<file path="src/design/rtswb_pkg.sv">
// ----------------------------------------------------------------------------
// rtswb_pkg
// Shared constants, codes and control types of the send window buffer.
// ----------------------------------------------------------------------------
package rtswb_pkg;

   // Ring depth in bytes; a power of two so a position maps to a slot by its low bits.
   localparam int DEPTH  = 4096;
   localparam int SLOT_W = $clog2(DEPTH);
   localparam int POS_W  = 32;
   localparam int KIND_W = 3;

   localparam logic [KIND_W-1:0] KIND_WRITE  = 3'd0;
   localparam logic [KIND_W-1:0] KIND_FETCH  = 3'd1;
   localparam logic [KIND_W-1:0] KIND_ACK    = 3'd2;
   localparam logic [KIND_W-1:0] KIND_INIT   = 3'd3;
   localparam logic [KIND_W-1:0] KIND_RESEND = 3'd4;

   typedef enum logic [1:0] {
      ST_IDLE,
      ST_EXEC,
      ST_LOAD,
      ST_RESP
   } state_type;

   typedef struct packed {
      logic capture;
      logic execute;
      logic load;
   } ctrl_cmd_type;

endpackage

</file>
<file path="src/design/rtswb_ctrl.sv">
// ----------------------------------------------------------------------------
// rtswb_ctrl
// Sequencer: takes one word, runs the update, loads the result, hands it out.
// ----------------------------------------------------------------------------
module rtswb_ctrl (
   input  logic                  clock,
   input  logic                  reset,
   input  logic                  req_tvalid,
   output logic                  req_tready,
   output logic                  rsp_tvalid,
   input  logic                  rsp_tready,
   output rtswb_pkg::ctrl_cmd_type cmd
);

   rtswb_pkg::state_type state_ff;
   rtswb_pkg::state_type state_in;

   always_ff @(posedge clock) begin
      if (reset) begin
         state_ff <= rtswb_pkg::ST_IDLE;
      end else begin
         state_ff <= state_in;
      end
   end

   always_comb begin
      state_in = state_ff;
      unique case (state_ff)
         rtswb_pkg::ST_IDLE: begin
            if (req_tvalid) state_in = rtswb_pkg::ST_EXEC;
         end
         rtswb_pkg::ST_EXEC: state_in = rtswb_pkg::ST_LOAD;
         rtswb_pkg::ST_LOAD: state_in = rtswb_pkg::ST_RESP;
         rtswb_pkg::ST_RESP: begin
            if (rsp_tready) state_in = rtswb_pkg::ST_IDLE;
         end
         default: state_in = rtswb_pkg::ST_IDLE;
      endcase
   end

   always_comb begin
      req_tready  = 1'b0;
      rsp_tvalid  = 1'b0;
      cmd         = '0;
      unique case (state_ff)
         rtswb_pkg::ST_IDLE: begin
            req_tready  = 1'b1;
            cmd.capture = req_tvalid;
         end
         rtswb_pkg::ST_EXEC: cmd.execute = 1'b1;
         rtswb_pkg::ST_LOAD: cmd.load    = 1'b1;
         rtswb_pkg::ST_RESP: rsp_tvalid  = 1'b1;
         default: ;
      endcase
   end

endmodule

</file>
<file path="config.mk">
export PLATFORM = sky130hd
export DESIGN_NAME = rtswb_ctrl
export DESIGN_NICKNAME = d
export VERILOG_FILES = /design/src/design/rtswb_pkg.sv /design/src/design/rtswb_ctrl.sv
export SDC_FILE = /design/constraint.sdc
export NUM_CORES = 1
export LEC_CHECK = 0
export BUFFER_PORTS_ARGS = -buffer_cell sky130_fd_sc_hd__buf_2
export CORE_AREA = 2 2 39 41
export CTS_BUF_LIST = sky130_fd_sc_hd__clkbuf_4 sky130_fd_sc_hd__clkbuf_8
export DETAILED_ROUTE_END_ITERATION = 12
export DIE_AREA = 0 0 41 43
export HOLD_SLACK_MARGIN = 0.02
export SYNTH_ARGS = -nofsm -noshare
export SYNTH_HDL_FRONTEND = slang
export SYNTH_SLANG_ARGS = --single-unit
</file>
<file path="constraint.sdc">
create_clock -name clock -period 2.9 [get_ports clock]
set_input_delay 0.29 -clock clock [delete_from_list [all_inputs] [get_ports clock]]
set_output_delay 0.29 -clock clock [all_outputs]
set_load 0.1 [all_outputs]
</file>
==> summary.txt <==
Setup path
  • Reg2Reg Depth: 4
  • R2R setup slack: approximately 1600 ps
  • Reg2reg start: state_ff[0]
  • Worst setup SP type: flip-flop
  • Crit-path cells: inv_1 > ha_1 > and2_1 > buf_2
  • Critical path type: flip-flop to output port
  • CP arrival: between 1000 and 1500 ps
  • Critical path's largest stage delay: 410 ps
  • Req. time, crit path: about 2600 ps
  • Worst Path Max Fanout: 4
  • Crit end category: output port
  • CP max-delay cell: buf_2
  • R2r endpoint: state_ff[0]

Clock network
  • CTS tree: built
  • Clock slew seen by the registers of the worst setup and hold paths: roughly 30 ps
  • CTS max path bufs: 2
  • Num CTS Buffers: 3
  • Skew-Pair Late Insertion Delay: between 200 and 250 ps
  • Root Driver: clkbuf_4
  • H-tree depth: 1
  • Setup Fix Bufs, Post-CTS: 0
  • Hold-fix buffers at CTS: 0
  • Sink Count: 2
  • Post-CTS Resized: 0

Die
  • Chip height: approximately 43 um
  • # IOs: 9
  • Starting Density: 0.1184
  • Die area: 1763 um^2
  • Placement Rows: 14
  • Core Region: between 1000 and 1500 um^2
  • DIE WIDTH: about 41 um

Hold path
  • Hold worst-path end: state_ff[0]
  • Hold path depth: 3
  • Min-delay src: reset
  • Hold Crit Class: input port to flip-flop

Final layout
  • Largest regs: state_ff: 2 flops
  • Largest Register: state_ff
  • Nets: 39
  • ANT cells: 0
  • Area Growth Syn to Fin: 50.38%
  • Fin cells: 45
  • Final Cell Area: roughly 250 um^2
  • Layout cells sized above 1: 0.4138
  • Largest register FFs: 2

Routing
  • WL/cell: around 6.7 um
  • Antenna-violating nets left: 0
  • DRC viols: 0
  • Total number of vias: between 100 and 150
  • Total wire length: 303 um
  • Via density: roughly 3.3
  • DR pass1 iterations: 3
  • Initial DRC count: 7

Timing
  • Fmax: approximately 0.60 GHz
  • Setup TNS: 0 ps
  • Final Slew Violations: 0
  • Final Cycle Share: 0.5736
  • Unrepaired setup endpoints after global routing: no
  • Setup violations, final: 0
  • Worst-Margin Slew: 484.9 ps
  • Slew margin rel.: 0.6789
  • Final hold violations: 0
  • Clk_skew: 1.190 ps
  • Tmin final: 1663 ps

Placed design
  • Routability cong.: slightly below 0.6
  • Placed Cells: 42
  • Post-DP Area: roughly 220 um^2
  • Port-buffer cells: 8

GRT
  • First-pass GRT wire length: 434 um
  • Vias in the first global route: around 110
  • Gr usage total: 0.04709
  • Largest net degree at the start of global routing: 5
  • Gr ovfl total: 0
  • GR Util met2: 0.04688
  • Initial antenna violation count: 0
  • Grt met3 use: 0.06283
  • GR peak layer: met3
  • M1 GR Usage: 0.03514

Flow run
  • Max_cap viols: 0

Synthesis
  • Synth unique cells: 10
  • Mapped cell area: roughly 160 um^2
  • Post-synth ARST share: 0
  • Gate Count Post-Synth: 18
  • Ys flop type: dfxtp_1
  • Post-synth EDFFs: 0
  • Register area share after synthesis: 0.2443
  • Synth cell count leaders: ha_1, inv_1, dfxtp_1, nand2_1
  • Post-Syn Area per Cell: 9.106 um^2
  • Share of the synthesized area in the top cell type: 0.3053
  • Syn Nets: 26
  • Seq cells post-synth: 2
  • Yosys synthesis warning count: 0
  • Area leader, netlist: ha_1
  • Top post-synthesis cells by area: ha_1, dfxtp_1, inv_1

Outcome
  • Outcome: finished, final reports clean
layer usage:
layer	up-vias	share of wire	routed length (um)
met4	0	0	0
met2	8	0.37	113
met3	0	0.15	45
met5	-	0	0
met1	62	0.48	144
li1	78	-	-
critical path, delay by kind of cell (launching register included):
kind	cells	cell delay, ps
buffers and inverters	2	500
adder cells (fa/ha/maj)	1	190
AND/OR/NAND/NOR	1	130
flip-flops	1	330
kinds of logic after synthesis:
logic type,share of synthesized area
fa+ha+maj,0.3054
compound gates,0.09158
simple gates,0.2062
mux,0.06107
flops,0.2443
buf+inv,0.09158
worst max path at each step:
| stage | depth (start not counted) | slack (ps) | end | start |
|---|---|---|---|---|
| after global placement | 4 | 1470 | cmd[2] | state_ff[0] |
| after detailed placement | 4 | 1470 | cmd[2] | state_ff[0] |
| after global routing | 4 | 1140 | cmd[2] | state_ff[0] |
| final | 4 | 1240 | cmd[2] | state_ff[0] |
| after CTS | 4 | 1220 | cmd[2] | state_ff[0] |
| after floorplan | 3 | 520 | cmd[2] | state_ff[0] |
per-stage QoR:
step / worst slack, ps / hold WS [ps] / util
6_report: 1237 / 349.8 / 0.1781
2_1_floorplan: 522.6 / 467.7 / -
3_5_place_dp: 1465 / 496.5 / 0.1618
5_1_grt: 1135 / 357.7 / 0.1781
4_1_cts: 1222 / 346.7 / 0.1781
3_3_place_gp: 1473 / 493.5 / 0.1618
cells in the final DEF (no fill, tap or decap), drive strengths merged:
cell	count
ha	4
dfxtp	2
mux2i	1
and2	1
clkbuf	3
a21oi	1
o211a	1
nand2	2
nor2b	1
or3	1
buf	8
inv	4
cell type report:
type,count,area (um^2)
fillers,155,1137
multi-input cells,12,108.9
flip-flops and latches,2,40.04
repair buffers,8,40.04
clock buffers,3,22.52
well taps,16,20.02
inverters,4,15.01
Power is not shown: default switching activity piles up to over one toggle a cycle in this logic, so the estimate is an artifact.
